<file path="config.mk">
export PLATFORM = sky130hd
export DESIGN_NAME = keyboard_mouse_focus_switch_core
export DESIGN_NICKNAME = d
export VERILOG_FILES = /design/src/hw/rtl/kmfs_pkg.sv /design/src/hw/rtl/kmfs_step.sv /design/src/hw/rtl/kmfs_rsp_fifo.sv /design/src/hw/rtl/keyboard_mouse_focus_switch_core.sv
export SDC_FILE = /design/constraint.sdc
export NUM_CORES = 1
export LEC_CHECK = 0
export BUFFER_PORTS_ARGS = -buffer_cell sky130_fd_sc_hd__buf_2
export CAP_MARGIN = 20
export CORE_MARGIN = 2
export CORE_UTILIZATION = 29
export DETAILED_ROUTE_END_ITERATION = 10
export PLACE_DENSITY = 0.52
export REMOVE_ABC_BUFFERS = 1
export SYNTH_ARGS = -nofsm -noshare
export SYNTH_HDL_FRONTEND = slang
export SYNTH_SLANG_ARGS = --single-unit
</file>
<file path="constraint.sdc">
create_clock -name clock -period 8.4 [get_ports clock]
set_input_delay 1.26 -clock clock [delete_from_list [all_inputs] [get_ports clock]]
set_output_delay 1.26 -clock clock [all_outputs]
set_load 0.05 [all_outputs]
</file>
<file path="src/hw/rtl/kmfs_pkg.sv">
// Shared types, key codes and result codes for the keyboard/mouse focus switch.
package kmfs_pkg;

   localparam int MAX_TARGETS_DEFAULT = 16;
   localparam int RSP_DEPTH           = 4;
   localparam int RSP_PTR_W           = $clog2(RSP_DEPTH);

   // keyboard scan codes
   localparam logic [7:0] KB_CTRL     = 8'h4c;
   localparam logic [7:0] KEY_F1      = 8'h05;
   localparam logic [7:0] KEY_ESC     = 8'h1d;
   localparam logic [7:0] KEY_1       = 8'h1e;
   localparam logic [7:0] KEY_0       = 8'h27;
   localparam logic [7:0] KEY_K       = 8'h54;
   localparam logic [7:0] KEY_M       = 8'h6a;
   localparam logic [7:0] KB_SPACE    = 8'h79;
   localparam logic [7:0] KB_IDLE     = 8'h7f;
   localparam logic [7:0] KEY_UP      = 8'h80;
   localparam logic [7:0] KEY_RESET   = 8'hff;
   localparam logic [7:0] KEY_LAYOUT  = 8'hfe;
   localparam logic [7:0] KEY_ERROR   = 8'h7e;
   localparam logic [7:0] KB_CTRL_UP  = KB_CTRL | KEY_UP;

   // mode flag bit positions
   localparam int FLAG_GETID  = 0;
   localparam int FLAG_GETLAY = 1;
   localparam int FLAG_CTRL   = 2;
   localparam int FLAG_SWING  = 3;
   localparam int FLAG_SWED   = 4;
   localparam int FLAG_MULTI  = 5;
   localparam int FLAG_ONLYK  = 6;
   localparam int FLAG_ONLYM  = 7;

   // switch target meaning "invalid selection"
   localparam logic [8:0] UNIT_NONE = 9'h100;

   typedef enum logic [2:0] {
      KIND_KEY         = 3'd0,
      KIND_MOUSE       = 3'd1,
      KIND_FOCUS       = 3'd2,
      KIND_BEEP        = 3'd3,
      KIND_BELL_CANCEL = 3'd4
   } kmfs_kind_type;

   typedef struct packed {
      logic [3:0] kbd_focus;
      logic [3:0] mouse_focus;
      logic [7:0] flags;
      logic [7:0] multi_number;
      logic [7:0] kbd_type_code;
      logic [7:0] kbd_layout_code;
   } kmfs_state_type;

   typedef struct packed {
      kmfs_kind_type kind;
      logic [3:0]    target;
      logic [7:0]    data;
   } kmfs_result_type;

   typedef struct packed {
      kmfs_kind_type kind;
      logic [3:0]    target;
      logic [3:0]    mouse_target;
      logic [7:0]    data;
      logic          last;
   } kmfs_entry_type;

endpackage

</file>
<file path="src/hw/rtl/kmfs_step.sv">
// Next-state and result logic for one received keyboard or mouse byte.
module kmfs_step (
   input  logic                       in_opcode,
   input  logic [7:0]                 in_data,
   input  kmfs_pkg::kmfs_state_type   cur,
   input  logic [4:0]                 count,
   output kmfs_pkg::kmfs_state_type   nxt,
   output logic [1:0]                 res_count,
   output kmfs_pkg::kmfs_result_type  res0,
   output kmfs_pkg::kmfs_result_type  res1
);

   always_comb begin
      kmfs_pkg::kmfs_state_type  s;
      kmfs_pkg::kmfs_result_type res_v [2];
      logic [1:0]  n;
      logic        do_sw;
      logic [8:0]  unit;
      logic        changed;
      logic        is_digit;
      logic [3:0]  dig;
      logic [11:0] prod;
      logic [7:0]  c;

      c        = in_data;
      s        = cur;
      n        = 2'd0;
      res_v[0] = '0;
      res_v[1] = '0;
      do_sw    = 1'b0;
      unit     = '0;
      changed  = 1'b0;
      is_digit = (c >= kmfs_pkg::KEY_1) && (c <= kmfs_pkg::KEY_0);
      dig      = (c == kmfs_pkg::KEY_0) ? 4'd0 : 4'(c - kmfs_pkg::KEY_1 + 8'd1);
      prod     = ({4'd0, cur.multi_number} << 3) + ({4'd0, cur.multi_number} << 1)
                 + {8'd0, dig};

      if (in_opcode) begin
         if ({1'b0, cur.mouse_focus} < count) begin
            res_v[n[0]] = '{kind: kmfs_pkg::KIND_MOUSE, target: cur.mouse_focus, data: c};
            n = n + 2'd1;
         end
      end else if ({1'b0, cur.kbd_focus} < count) begin
         if (s.flags[kmfs_pkg::FLAG_GETID]) begin
            s.kbd_type_code = c;
            s.flags[kmfs_pkg::FLAG_GETID] = 1'b0;
         end else if (s.flags[kmfs_pkg::FLAG_GETLAY]) begin
            s.kbd_layout_code = c;
            s.flags[kmfs_pkg::FLAG_GETLAY] = 1'b0;
         end else if (c == kmfs_pkg::KEY_RESET) begin
            s.flags[kmfs_pkg::FLAG_GETID] = 1'b1;
         end else if (c == kmfs_pkg::KEY_LAYOUT) begin
            s.flags[kmfs_pkg::FLAG_GETLAY] = 1'b1;
         end else if (c == kmfs_pkg::KEY_ERROR) begin
            s = s;
         end else if (s.flags[kmfs_pkg::FLAG_SWING]) begin
            // release of Ctrl during switching still reaches the old target
            if (s.flags[kmfs_pkg::FLAG_CTRL] && c == kmfs_pkg::KB_CTRL_UP) begin
               res_v[n[0]] = '{kind: kmfs_pkg::KIND_KEY, target: s.kbd_focus, data: c};
               n = n + 2'd1;
               s.flags[kmfs_pkg::FLAG_CTRL] = 1'b0;
            end
            if (!(c[7] || c == kmfs_pkg::KB_IDLE)) begin
               if (c == kmfs_pkg::KEY_K) begin
                  s.flags[kmfs_pkg::FLAG_ONLYM] = 1'b0;
                  s.flags[kmfs_pkg::FLAG_ONLYK] = 1'b1;
               end else if (c == kmfs_pkg::KEY_M) begin
                  s.flags[kmfs_pkg::FLAG_ONLYK] = 1'b0;
                  s.flags[kmfs_pkg::FLAG_ONLYM] = 1'b1;
               end else if (s.flags[kmfs_pkg::FLAG_MULTI]) begin
                  if (is_digit) begin
                     s.multi_number = (prod > 12'd255) ? 8'd255 : prod[7:0];
                  end else if (c == kmfs_pkg::KB_SPACE) begin
                     do_sw = 1'b1;
                     unit  = (s.multi_number == 8'd0) ? kmfs_pkg::UNIT_NONE
                             : ({1'b0, s.multi_number} - 9'd1);
                  end else begin
                     do_sw = 1'b1;
                     unit  = kmfs_pkg::UNIT_NONE;
                  end
               end else if (c == kmfs_pkg::KEY_F1) begin
                  // second Ctrl-F1 passes F1 through and leaves switching
                  if (s.flags[kmfs_pkg::FLAG_CTRL]) begin
                     res_v[n[0]] = '{kind: kmfs_pkg::KIND_KEY, target: s.kbd_focus,
                                     data: kmfs_pkg::KEY_F1};
                     n = n + 2'd1;
                     s.flags[kmfs_pkg::FLAG_SWING] = 1'b0;
                  end
               end else if (is_digit) begin
                  do_sw = 1'b1;
                  unit  = {1'b0, c - kmfs_pkg::KEY_1};
               end else if (c == kmfs_pkg::KB_SPACE) begin
                  s.flags[kmfs_pkg::FLAG_MULTI] = 1'b1;
                  s.multi_number = 8'd0;
               end else if (c == kmfs_pkg::KEY_ESC) begin
                  s.flags[kmfs_pkg::FLAG_SWING] = 1'b0;
                  s.flags[kmfs_pkg::FLAG_SWED]  = 1'b1;
                  res_v[n[0]] = '{kind: kmfs_pkg::KIND_BELL_CANCEL, target: s.kbd_focus,
                                  data: 8'd0};
                  n = n + 2'd1;
               end else begin
                  do_sw = 1'b1;
                  unit  = kmfs_pkg::UNIT_NONE;
               end
            end
         end else if (s.flags[kmfs_pkg::FLAG_SWED]) begin
            // drop bytes until the keyboard goes idle
            if (c == kmfs_pkg::KB_IDLE) begin
               s.flags[kmfs_pkg::FLAG_SWED] = 1'b0;
            end
         end else begin
            if (c == kmfs_pkg::KEY_F1 && s.flags[kmfs_pkg::FLAG_CTRL]) begin
               s.flags[kmfs_pkg::FLAG_ONLYK] = 1'b0;
               s.flags[kmfs_pkg::FLAG_ONLYM] = 1'b0;
               s.flags[kmfs_pkg::FLAG_SWING] = 1'b1;
            end else begin
               if (c == kmfs_pkg::KB_CTRL) begin
                  s.flags[kmfs_pkg::FLAG_CTRL] = 1'b1;
               end else if (c == kmfs_pkg::KB_CTRL_UP || c == kmfs_pkg::KB_IDLE) begin
                  s.flags[kmfs_pkg::FLAG_CTRL] = 1'b0;
               end
               res_v[n[0]] = '{kind: kmfs_pkg::KIND_KEY, target: s.kbd_focus, data: c};
               n = n + 2'd1;
            end
         end
      end

      if (do_sw) begin
         if (!s.flags[kmfs_pkg::FLAG_ONLYM] && s.flags[kmfs_pkg::FLAG_CTRL]) begin
            res_v[n[0]] = '{kind: kmfs_pkg::KIND_KEY, target: s.kbd_focus,
                            data: kmfs_pkg::KB_CTRL_UP};
            n = n + 2'd1;
            s.flags[kmfs_pkg::FLAG_CTRL] = 1'b0;
         end
         s.flags[kmfs_pkg::FLAG_SWING] = 1'b0;
         s.flags[kmfs_pkg::FLAG_MULTI] = 1'b0;
         s.flags[kmfs_pkg::FLAG_SWED]  = 1'b1;
         if (unit >= {4'd0, count}) begin
            res_v[n[0]] = '{kind: kmfs_pkg::KIND_BEEP, target: s.kbd_focus, data: 8'd0};
            n = n + 2'd1;
         end else begin
            if (!s.flags[kmfs_pkg::FLAG_ONLYM] && unit != {5'd0, s.kbd_focus}) begin
               s.kbd_focus = unit[3:0];
               changed = 1'b1;
            end
            if (!s.flags[kmfs_pkg::FLAG_ONLYK] && unit != {5'd0, s.mouse_focus}) begin
               s.mouse_focus = unit[3:0];
               changed = 1'b1;
            end
            if (changed) begin
               res_v[n[0]] = '{kind: kmfs_pkg::KIND_FOCUS, target: s.kbd_focus, data: 8'd0};
               n = n + 2'd1;
            end
         end
      end

      nxt       = s;
      res_count = n;
      res0      = res_v[0];
      res1      = res_v[1];
   end

endmodule

</file>
<file path="src/hw/rtl/kmfs_rsp_fifo.sv">
// Result queue: takes up to two results per cycle, hands out one per transaction.
module kmfs_rsp_fifo (
   input  logic                     clock,
   input  logic                     reset,
   input  logic [1:0]               push_count,
   input  kmfs_pkg::kmfs_entry_type push0,
   input  kmfs_pkg::kmfs_entry_type push1,
   output logic                     room2,
   output logic                     out_valid,
   input  logic                     out_stall,
   output kmfs_pkg::kmfs_entry_type out_entry
);

   localparam int CNT_W = kmfs_pkg::RSP_PTR_W + 1;

   kmfs_pkg::kmfs_entry_type mem_ff [kmfs_pkg::RSP_DEPTH];

   logic [kmfs_pkg::RSP_PTR_W-1:0] wr_ptr_ff, wr_ptr_in;
   logic [kmfs_pkg::RSP_PTR_W-1:0] rd_ptr_ff, rd_ptr_in;
   logic [kmfs_pkg::RSP_PTR_W-1:0] wr_ptr_nxt1;
   logic [CNT_W-1:0]               count_ff, count_in;
   logic                           pop;

   assign wr_ptr_nxt1 = wr_ptr_ff + 1'b1;
   assign out_valid   = (count_ff != '0);
   assign out_entry   = mem_ff[rd_ptr_ff];
   assign room2       = (count_ff <= CNT_W'(kmfs_pkg::RSP_DEPTH - 2));
   assign pop         = out_valid && !out_stall;

   always_comb begin
      wr_ptr_in = wr_ptr_ff + kmfs_pkg::RSP_PTR_W'(push_count);
      rd_ptr_in = rd_ptr_ff + kmfs_pkg::RSP_PTR_W'(pop);
      count_in  = count_ff + CNT_W'(push_count) - CNT_W'(pop);
   end

   always_ff @(posedge clock) begin
      if (reset) begin
         wr_ptr_ff <= '0;
         rd_ptr_ff <= '0;
         count_ff  <= '0;
      end else begin
         wr_ptr_ff <= wr_ptr_in;
         rd_ptr_ff <= rd_ptr_in;
         count_ff  <= count_in;
      end
   end

   always_ff @(posedge clock) begin
      if (push_count != 2'd0) begin
         mem_ff[wr_ptr_ff] <= push0;
      end
      if (push_count == 2'd2) begin
         mem_ff[wr_ptr_nxt1] <= push1;
      end
   end

endmodule

</file>
<file path="src/hw/rtl/keyboard_mouse_focus_switch_core.sv">
// Top level of the keyboard/mouse focus switch.
//
//   channel  direction  handshake           payload
//   req      in         req_valid/req_stall opcode, data
//   rsp      out        rsp_valid/rsp_stall kind, target, mouse_target, data_res, last
//   csr      in         csr_valid/csr_ready target_count
//
// One byte is taken per cycle when not stalled; its state update and its zero to two
// results are worked out in the accepting cycle and land in a four-entry result queue.
// Results leave one per unstalled cycle; an item's two results take two transactions.
// req_stall rises while the queue has room for fewer than two results.
// Synchronous reset clears focus, flags and the queue and sets target_count to 1.
module keyboard_mouse_focus_switch_core #(
   parameter int MAX_TARGETS = kmfs_pkg::MAX_TARGETS_DEFAULT
) (
   input  logic       clock,
   input  logic       reset,
   input  logic       req_valid,
   output logic       req_stall,
   input  logic       req_opcode,
   input  logic [7:0] req_data,
   output logic       rsp_valid,
   input  logic       rsp_stall,
   output logic [2:0] rsp_kind,
   output logic [3:0] rsp_target,
   output logic [3:0] rsp_mouse_target,
   output logic [7:0] rsp_data_res,
   output logic       rsp_last,
   input  logic       csr_valid,
   output logic       csr_ready,
   input  logic [4:0] csr_target_count
);

   kmfs_pkg::kmfs_state_type  state_ff, state_in, step_nxt;
   kmfs_pkg::kmfs_result_type res0, res1;
   kmfs_pkg::kmfs_entry_type  push0, push1, head;
   logic [4:0] target_count_ff, target_count_in;
   logic [4:0] count_eff;
   logic [1:0] res_count, push_count;
   logic       room2;
   logic       accept;

   assign csr_ready = 1'b1;
   assign req_stall = !room2;
   assign accept    = req_valid && !req_stall;

   // clamp the register to the number of targets built
   assign count_eff = (target_count_ff > 5'(MAX_TARGETS)) ? 5'(MAX_TARGETS) : target_count_ff;

   kmfs_step u_step (
      .in_opcode (req_opcode),
      .in_data   (req_data),
      .cur       (state_ff),
      .count     (count_eff),
      .nxt       (step_nxt),
      .res_count (res_count),
      .res0      (res0),
      .res1      (res1)
   );

   always_comb begin
      state_in        = accept ? step_nxt : state_ff;
      target_count_in = (csr_valid && csr_ready) ? csr_target_count : target_count_ff;
      push_count      = accept ? res_count : 2'd0;
      push0 = '{kind: res0.kind, target: res0.target, mouse_target: step_nxt.mouse_focus,
                data: res0.data, last: (res_count == 2'd1)};
      push1 = '{kind: res1.kind, target: res1.target, mouse_target: step_nxt.mouse_focus,
                data: res1.data, last: 1'b1};
   end

   always_ff @(posedge clock) begin
      if (reset) begin
         state_ff        <= '0;
         target_count_ff <= 5'd1;
      end else begin
         state_ff        <= state_in;
         target_count_ff <= target_count_in;
      end
   end

   kmfs_rsp_fifo u_rsp_fifo (
      .clock      (clock),
      .reset      (reset),
      .push_count (push_count),
      .push0      (push0),
      .push1      (push1),
      .room2      (room2),
      .out_valid  (rsp_valid),
      .out_stall  (rsp_stall),
      .out_entry  (head)
   );

   assign rsp_kind         = head.kind;
   assign rsp_target       = head.target;
   assign rsp_mouse_target = head.mouse_target;
   assign rsp_data_res     = head.data;
   assign rsp_last         = head.last;

endmodule

</file>
==> Word level (Yosys, flattened, before mapping) <==
Memories as Yosys holds them, arrays and structs flattened. A register that Yosys moved wholly into a read port is not among the register bits.
Index checks and enable logic that the tools add are counted.
{ "totals": {"n_memories": 1, "output_inout_bits": 23, "ramBits": 80, "input_bits": 19, "reg_bits": 52, "word_cells": 328} }
{ "mem_list": {"columns": ["name", "words", "word_bits", "read_ports", "rd_clocked_by_memory_dff", "write_ports", "line", "text"], "rows": [
  ["u_rsp_fifo.mem_ff", 4, 20, 1, 1, 2, "kmfs_rsp_fifo.sv:16", "kmfs_pkg::kmfs_entry_type mem_ff [kmfs_pkg::RSP_DEPTH];"]
]} }
{ "classes": {"bitwise_logic": 12, "eq_ne": 36, "addsub": 13, "reduce_logical": 31, "n_mux": 206, "n_lt_le_gt_ge": 14} }
{ "ops": {"columns": ["cell", "count"], "rows": [
  ["30-bit 2-to-1 mux", 20],
  ["15-bit 2-to-1 mux", 16],
  ["9-bit 2-to-1 mux", 19],
  ["30-bit bitwise mux", 5],
  ["8-bit 2-to-1 mux", 17],
  ["2-bit 2-to-1 mux", 48],
  ["32-bit 2-to-1 mux", 2],
  ["1-bit 2-to-1 mux", 52],
  ["8-bit by 7-bit equality test with 1-bit output, second input constant", 6],
  ["15-bit demux with 1-bit select", 3],
  ["16-bit AND reduction", 2],
  ["25-bit 2-to-1 mux", 1],
  ["8-bit equality test, second input constant", 3],
  ["12-bit 2-to-1 mux", 2],
  ["24-bit 2-to-1 mux", 1],
  ["4-bit 2-to-1 mux", 6],
  ["6-bit 2-to-1 mux", 3],
  ["3-bit inequality test, second input constant", 6],
  ["9-bit by 4-bit inequality test with 1-bit output", 2],
  ["17-bit 2-to-1 mux", 1],
  ["2-bit inequality test, second input constant", 8],
  ["3-bit 2-to-1 mux", 5],
  ["7-bit 2-to-1 mux", 2],
  ["13-bit 2-to-1 mux", 1],
  ["other kinds (41)", 81]
]} }

==> Logic depth before layout (Yosys ltp) <==
Gate-level depths: netlist of run 1.
{ "depth": {"depth_word": 40, "depth_mapped": 26, "mapped_depth_nobuf": 24} }

==> Cells and area by module <==
Synthesis of run 1 repeated with hierarchy kept, for this count alone.
{ "hier_totals": {"cells_unflattened": 947, "hier_area_um2": 10000.8} }
{ "modules_own_cells": {"columns": ["mod", "area_per_inst_um2", "cells_per_inst", "n_inst", "seq_area_each_um2"], "rows": [
  ["kmfs_rsp_fifo", 4460.5, 241, 1, 2542.4],
  ["kmfs_step", 3374.5, 496, 1, 0.0],
  ["keyboard_mouse_focus_switch_core", 2165.8, 210, 1, 900.9]
]} }

==> Worst setup path before layout of run 1 <==
No wires, ideal clock.
{ "synth_path": {"kind": "input to register", "from": "in req_data[1]", "to": "mem u_rsp_fifo.mem_ff[0][10] (netlist name), enable pin", "slack_ps": 1921, "setup_time_ps": 401, "t_required_ps": 7999, "arrival_time_ps": 6078, "path_stages": 18, "n_path_buf": 3, "path_cell_list": "inv_1 ha_1 clkbuf_1 nand4_1 a31o_2 clkbuf_1 o22a_2 or4b_1 o22ai_2 o22ai_2 or3_1 ha_1 nor3b_1 a32o_1 a21o_1 clkbuf_1 nand4_1 a21oi_1"} }
{ "synth_rtl": {"columns": ["item", "line", "text"], "rows": [
  ["start: declaration", "keyboard_mouse_focus_switch_core.sv:21", "input logic [7:0] req_data,"],
  ["end: declaration", "kmfs_rsp_fifo.sv:16", null]
]} }

==> results of run 1 <==
## state kept, by name, indices dropped and copies added, names as in the netlist
name / cells
u_rsp_fifo.rd_ptr_ff: 2
u_rsp_fifo.count_ff: 3
target_count_ff: 5
state_ff: 24
u_rsp_fifo.wr_ptr_ff: 2
u_rsp_fifo.mem_ff: 80
## worst paths after layout
| path | start | to | slack, ps | cells after the start |
|---|---|---|---|---|
| setup reg to reg | target_count_ff[4] | u_rsp_fifo.mem_ff[1][8] | 2150 | 20 |
| hold reg to reg | state_ff[23] | state_ff[23] | 490 | 2 |
| setup / recovery | req_data[1] | u_rsp_fifo.mem_ff[1][8] | 1680 | 19 |
| hold / removal | state_ff[23] | state_ff[23] | 490 | 2 |
## worst max-delay path, cell delays in order
cell      delay, ps
buf_2           200
inv_1           110
ha_1            210
nand4b_1        140
o22ai_1         100
nor3b_1         530
nand3_1         560
or4b_1          650
o22ai_2         170
o22ai_2         160
or3_1           420
ha_1            280
nor3b_1         220
a32o_1          240
a21o_1          420
nor2_1          110
nor3_1          170
nand2_1         140
inv_1           660
## through the flow
stage	total power (W)	instances	util [%]
global placement	0.001307	1136	30.93
global route	0.002126	1168	33.15
CTS	0.002061	1168	33.15
floorplan	0.001149	749	-
detailed placement	0.001309	1136	30.93
finish	0.002038	1168	33.15
## kinds of logic (layout without fill, tap and decap cells)
family | Yosys count | count (layout) | share of synthesized area (%)
other cells | 1 | 1 | 0.04804
buf+inv | 71 | 107 | 4.215
flops | 116 | 116 | 39.49
fa+ha+maj | 47 | 47 | 7.822
xor+xnor | 22 | 22 | 2.564
simple gates | 282 | 282 | 18.66
mux | 34 | 34 | 7.565
compound gates | 218 | 218 | 19.63
## cells in the mapped netlist (16+ instances only)
library cell	n	area, um2
nor3_1	16	80.08
nand3_1	23	115.1
nor2_1	96	360.4
xnor2_1	16	140.1
ha_1	44	550.5
inv_1	29	108.9
edfxtp_1	76	2282
dfxtp_1	40	800.8
nand2_1	64	240.2
o22ai_1	40	250.2
o21ai_0	19	95.09
clkbuf_1	27	101.4
mux4_2	20	450.4
a21oi_1	53	265.3
## final cells by class
cell class              count  area [um2]  share of cell area, %
clock inverters            15       168.9                  1.907
repair buffers             46       245.2                  2.768
multi-input cells         604        4402                  49.68
well taps                 341       426.7                  4.816
inverters                  29       108.9                  1.229
clock buffers              17       425.4                  4.802
flip-flops and latches    116        3083                  34.80
## report_power, final
group | total, W | switching [W] | internal, W
logic | 0.000603 | 0.000415 | 0.000189
registers | 0.000687 | 0.0000289 | 0.000658
clock network | 0.000747 | 0.000303 | 0.000444
total | 0.00204 | 0.000747 | 0.00129
## layer usage
| layer | GRT usage (%) | vias up | wire length [um] | part of all wire, % |
|---|---|---|---|---|
| met5 | 0 | - | 11 | 0.049 |
| met1 | 21.80 | 3113 | 10300 | 46 |
| met4 | 4.423 | 2 | 334 | 1.5 |
| met3 | 2.680 | 28 | 1164 | 5.1 |
| met2 | 27.52 | 179 | 10810 | 48 |
| li1 | - | 3062 | - | - |
==> impl_metrics.toml, run 1 <==
[place]
dpl-instance-area_mm2 = 0.008265
port_buffers = 40
hpwl_mm = 16.22
place_ws_ps = 1316
place.gp.congestion = 0.8531

[floorplan]
die_x_um = 168.1
die_h_um = 168.1
initial_core_util_pct = 29.21
coreArea_mm2 = 0.02673
ios = 42
placementRows = 60
die-area_mm2 = 0.02825

[clock_network]
cts_buffer_depth = 2
tritoncts = "yes"
cts_hold_buf = 0
numCtsBuffers = 17
cts.clk_slew.worst_paths_ps = 60
worstSkewPairLatency_ps = 420
cts.sinks = 116
postCtsSetupBuffers = 0
post_cts_resized = 0
cts_htree_levels = 4
cts-root-buf = "clkbuf_16"

[run_status]
status = "complete, no violations"

[logic_synthesis]
ys_types = 88
netlist_area_mm2 = 0.007806
yosys_warnings = 0
synthArstFlopShare_pct = 0
ys.flop_type = "edfxtp_1"
synth_edf_count = 76
synth_cells = 791
yosys_register_bits = 116
seq_area_frac_synth_pct = 39.49
syn_area_per_cell_um2 = 9.869

[setup_path]
crit_fanout = 19
worstPathArrival_ps = 6770
worstPathRequired_ps = 8450
cp-end-kind = "flop"
worstSetupPathType = "input port to flop"
startpoint_type = "input port"

[grt]
grt_usage_pct = 16.33
grt_start_max_net_pins = 37
antenna_found_initial = 1
first_global_vias = 6364
grt_pass1_wl_mm = 35.91
grt_remaining_overflow = 0

[sta]
max_freq_mhz = 148.7
finalClockSkew_ps = 10.47
holdWs_ps = 492.1
finalSetupTns_ps = 0
finalCritPeriodShare_pct = 80.04
rsz0062_at_grt = "false"
slew-limit-headroom_pct = 33.09
finalCriticalPeriod_ps = 6723
drv_slew = 0
worst_slack_ps = 1677
setup_viol = 0
finalHoldViolCount = 0
worst-slew-pin-transition_ps = 978.4

[drt]
drt_drc_violations_left = 0
antenna_left = 0
wl_per_cell_um = 19.37
routed_via_density = 5.466
drt_iter0_drc = 545
firstDrtPassIters = 5
num_vias = 6384
wl_mm = 22.63

[finish]
mostFrequentLayoutCell = "nor2_1"
drive_gt1_share_pct = 16.20
diodes = 0
nets = 880
final_cell_mix = "nor2_1, edfxtp_1, nand2_1"
syn2layout_area_growth_pct = 13.50
design_area_mm2 = 0.008860
fillCellCount = 2756

[hold_path]
hp-class = "flop to flop"

[pwr]
power.density_mw_per_mm2 = 230.0
static-leakage-power_nw = 3.183
peakVddDrop_v = 0.0001138

[run]
maxCapViolations = 0
(Power assumes the default switching activity.)
==> run 2: changes to the inputs <==
clock period = 6.85 ns   (was 8.4 ns; I/O delays follow)
==> run 2 against run 1 <==
Clock skew up 5.0 ps. Wire length is 1.3% lower. Cell area grew 0.64%. Total power rose by 21%. Clock power is 19% higher. Sequential share of layout area decreased by 0.22 points. Sequential cell count did not move. Sequential power up 23%. Clock-buffer cell count rose by 1. Setup slack got worse by 830 ps. First-iteration DRC count grew 11%. Largest cell class unchanged.
==> impl_metrics.toml, run 2 (synthesis results as in run 1) <==
[finish]
register_area_mm2 = 0.003083
multi_input_area_mm2 = 0.004402
top_regs = "u_rsp_fifo.mem_ff x80, state_ff x24, target_count_ff x5"
syn2layout_area_growth_pct = 14.22
drive_gt1_share_pct = 16.89
top_register = "u_rsp_fifo.mem_ff"
nets = 888
largest_reg_flops = 80
mostFrequentLayoutCell = "nor2_1"
fillCellCount = 2768
diodes = 0
final_cell_mix = "nor2_1, edfxtp_1, nand2_1"

[floorplan]
die_h_um = 168.1
die_x_um = 168.1
placementRows = 60
coreArea_mm2 = 0.02673
die-area_mm2 = 0.02825
initial_core_util_pct = 29.21
ios = 42

[clock_network]
post_cts_resized = 0
cts.clk_slew.worst_paths_ps = 60
numCtsBuffers = 17
cts.sinks = 116
cts_buffer_depth = 2
postCtsSetupBuffers = 0
cts_htree_levels = 4
tritoncts = "yes"
cts-root-buf = "clkbuf_16"
cts_hold_buf = 0
worstSkewPairLatency_ps = 420

[sta]
rsz0062_at_grt = "false"
finalSetupTns_ps = 0
drv_slew = 0
worst-slew-pin-transition_ps = 1016
finalClockSkew_ps = 15.50
finalCriticalPeriod_ps = 6001
slew-limit-headroom_pct = 30.52
max_freq_mhz = 166.6
finalHoldViolCount = 0
finalCritPeriodShare_pct = 87.60
setup_viol = 0

[hold_path]
whs_path_depth = 2
hp-class = "flop to flop"

[run]
maxCapViolations = 0

[drt]
drt_drc_violations_left = 0
num_vias = 6439
wl_mm = 22.34
firstDrtPassIters = 5
drt_iter0_drc = 604
antenna_left = 0
wl_per_cell_um = 18.99
routed_via_density = 5.475

[pwr]
static-leakage-power_nw = 3.220
power.density_mw_per_mm2 = 277.2
peakVddDrop_v = 0.0001192
p_total_w = 0.002471

[grt]
first_global_vias = 6186
grtUsageMet3_pct = 2.703
grtUsageMet2_pct = 26.72
grt_start_max_net_pins = 37
grt-busiest-layer = "met2"
antenna_found_initial = 1
grt_pass1_wl_mm = 35.22
grtUsageMet1_pct = 21.35
grt_remaining_overflow = 0
grt_usage_pct = 16.00

[setup_path]
cp_slowest_cell = "a222oi_1"
crit_chain = "inv_1 > nand2_1 > ha_1 > a21oi_1 > a21oi_1 > nor3_1 > buf_4 > nand3_1 > nor2_1 > inv_1 > ha_1 > nand2b_1 > a21o_1 > a21o_1 > a21o_1 > a21oi_1 > nand2_1 > a211oi_1 > o41ai_1 > a222oi_1 > o22ai_1"
startpoint_type = "flop"
r2r_cells = 21
worstPathRequired_ps = 6980
cp-end-kind = "flop"
crit_family = "compound AO/OA/AOI/OAI gates"
critical_path_depth = 21
worstSetupPathType = "flop to flop"
crit_fanout = 12
path_buf_inv = 3
worstPathArrival_ps = 6130
slowest_delay_ps = 690

[place]
hpwl_mm = 16.15
place.gp.congestion = 0.9000
port_buffers = 40

[run_status]
status = "complete, no violations"
-- run 2: cell count changes in the layout (fill, tap and decap cells not counted) --
cell,previous run,this run
buf_4,6,13
buf_8,0,1
clkbuf_1,0,1
clkinv_2,1,2
clkinv_4,2,3
inv_6,6,4
inv_8,1,0
-- run 2: power by group --
| group | total [W] | switching, W | internal, W | leakage [nW] |
|---|---|---|---|---|
| clock network | 0.000890 | 0.000350 | 0.000540 | 0.278 |
| registers | 0.000847 | 0.0000402 | 0.000807 | 1.02 |
| logic | 0.000734 | 0.000500 | 0.000234 | 1.92 |
-- run 2: final timing paths --
kind | to | start | slack [ps]
worst max register to register | u_rsp_fifo.mem_ff[2][13] | target_count_ff[4] | 850
worst min register to register | state_ff[24] | state_ff[24] | 490
worst min-delay path | state_ff[24] | state_ff[24] | 490
worst max-delay path | u_rsp_fifo.mem_ff[2][13] | target_count_ff[4] | 850
-- run 2: per-layer routing --
| layer | vias up | part of all wire (%) |
|---|---|---|
| met5 | - | 0.072 |
| met4 | 2 | 1.7 |
| met3 | 30 | 5.7 |
| met2 | 238 | 47 |
| met1 | 3095 | 45 |
| li1 | 3074 | - |
-- run 2: worst register-to-register path: stages, from the launching register on --
cell      delay (ps)
dfxtp_1          480
inv_1            160
nand2_1          150
ha_1             270
a21oi_1          190
a21oi_1          160
nor3_1           220
buf_4            210
nand3_1          250
nor2_1           470
inv_1             90
ha_1             270
nand2b_1         150
a21o_1           170
a21o_1           160
a21o_1           170
a21oi_1          310
nand2_1          350
a211oi_1         410
o41ai_1          190
a222oi_1         690
o22ai_1          200
-- run 2: layout make-up --
| cell class | count | area share (%) |
|---|---|---|
| Clock buffer | 18 | 4.813 |
| Tap cell | 341 | 4.785 |
| Multi-Input combinational cell | 604 | 49.37 |
| Timing Repair Buffer | 54 | 3.508 |
| Inverter | 29 | 1.221 |
| Sequential cell | 116 | 34.58 |
| Clock inverter | 14 | 1.726 |
-- run 2: per-stage QoR --
stage / instance area, um2 / util [%] / worst slack [ps] / std cells / hold slack (ps)
finish: 8916 / 33.36 / 849.3 / 1176 / 491.2
global route: 8916 / 33.36 / 300.8 / 1176 / 516.2
CTS: 8916 / 33.36 / 863.6 / 1176 / 500.1
detailed placement: 8333 / 31.18 / 521.0 / 1144 / 491.5
global placement: 8318 / 31.12 / 562.8 / 1143 / 469.5
floorplan: 7586 / - / 314.6 / 749 / 447.8
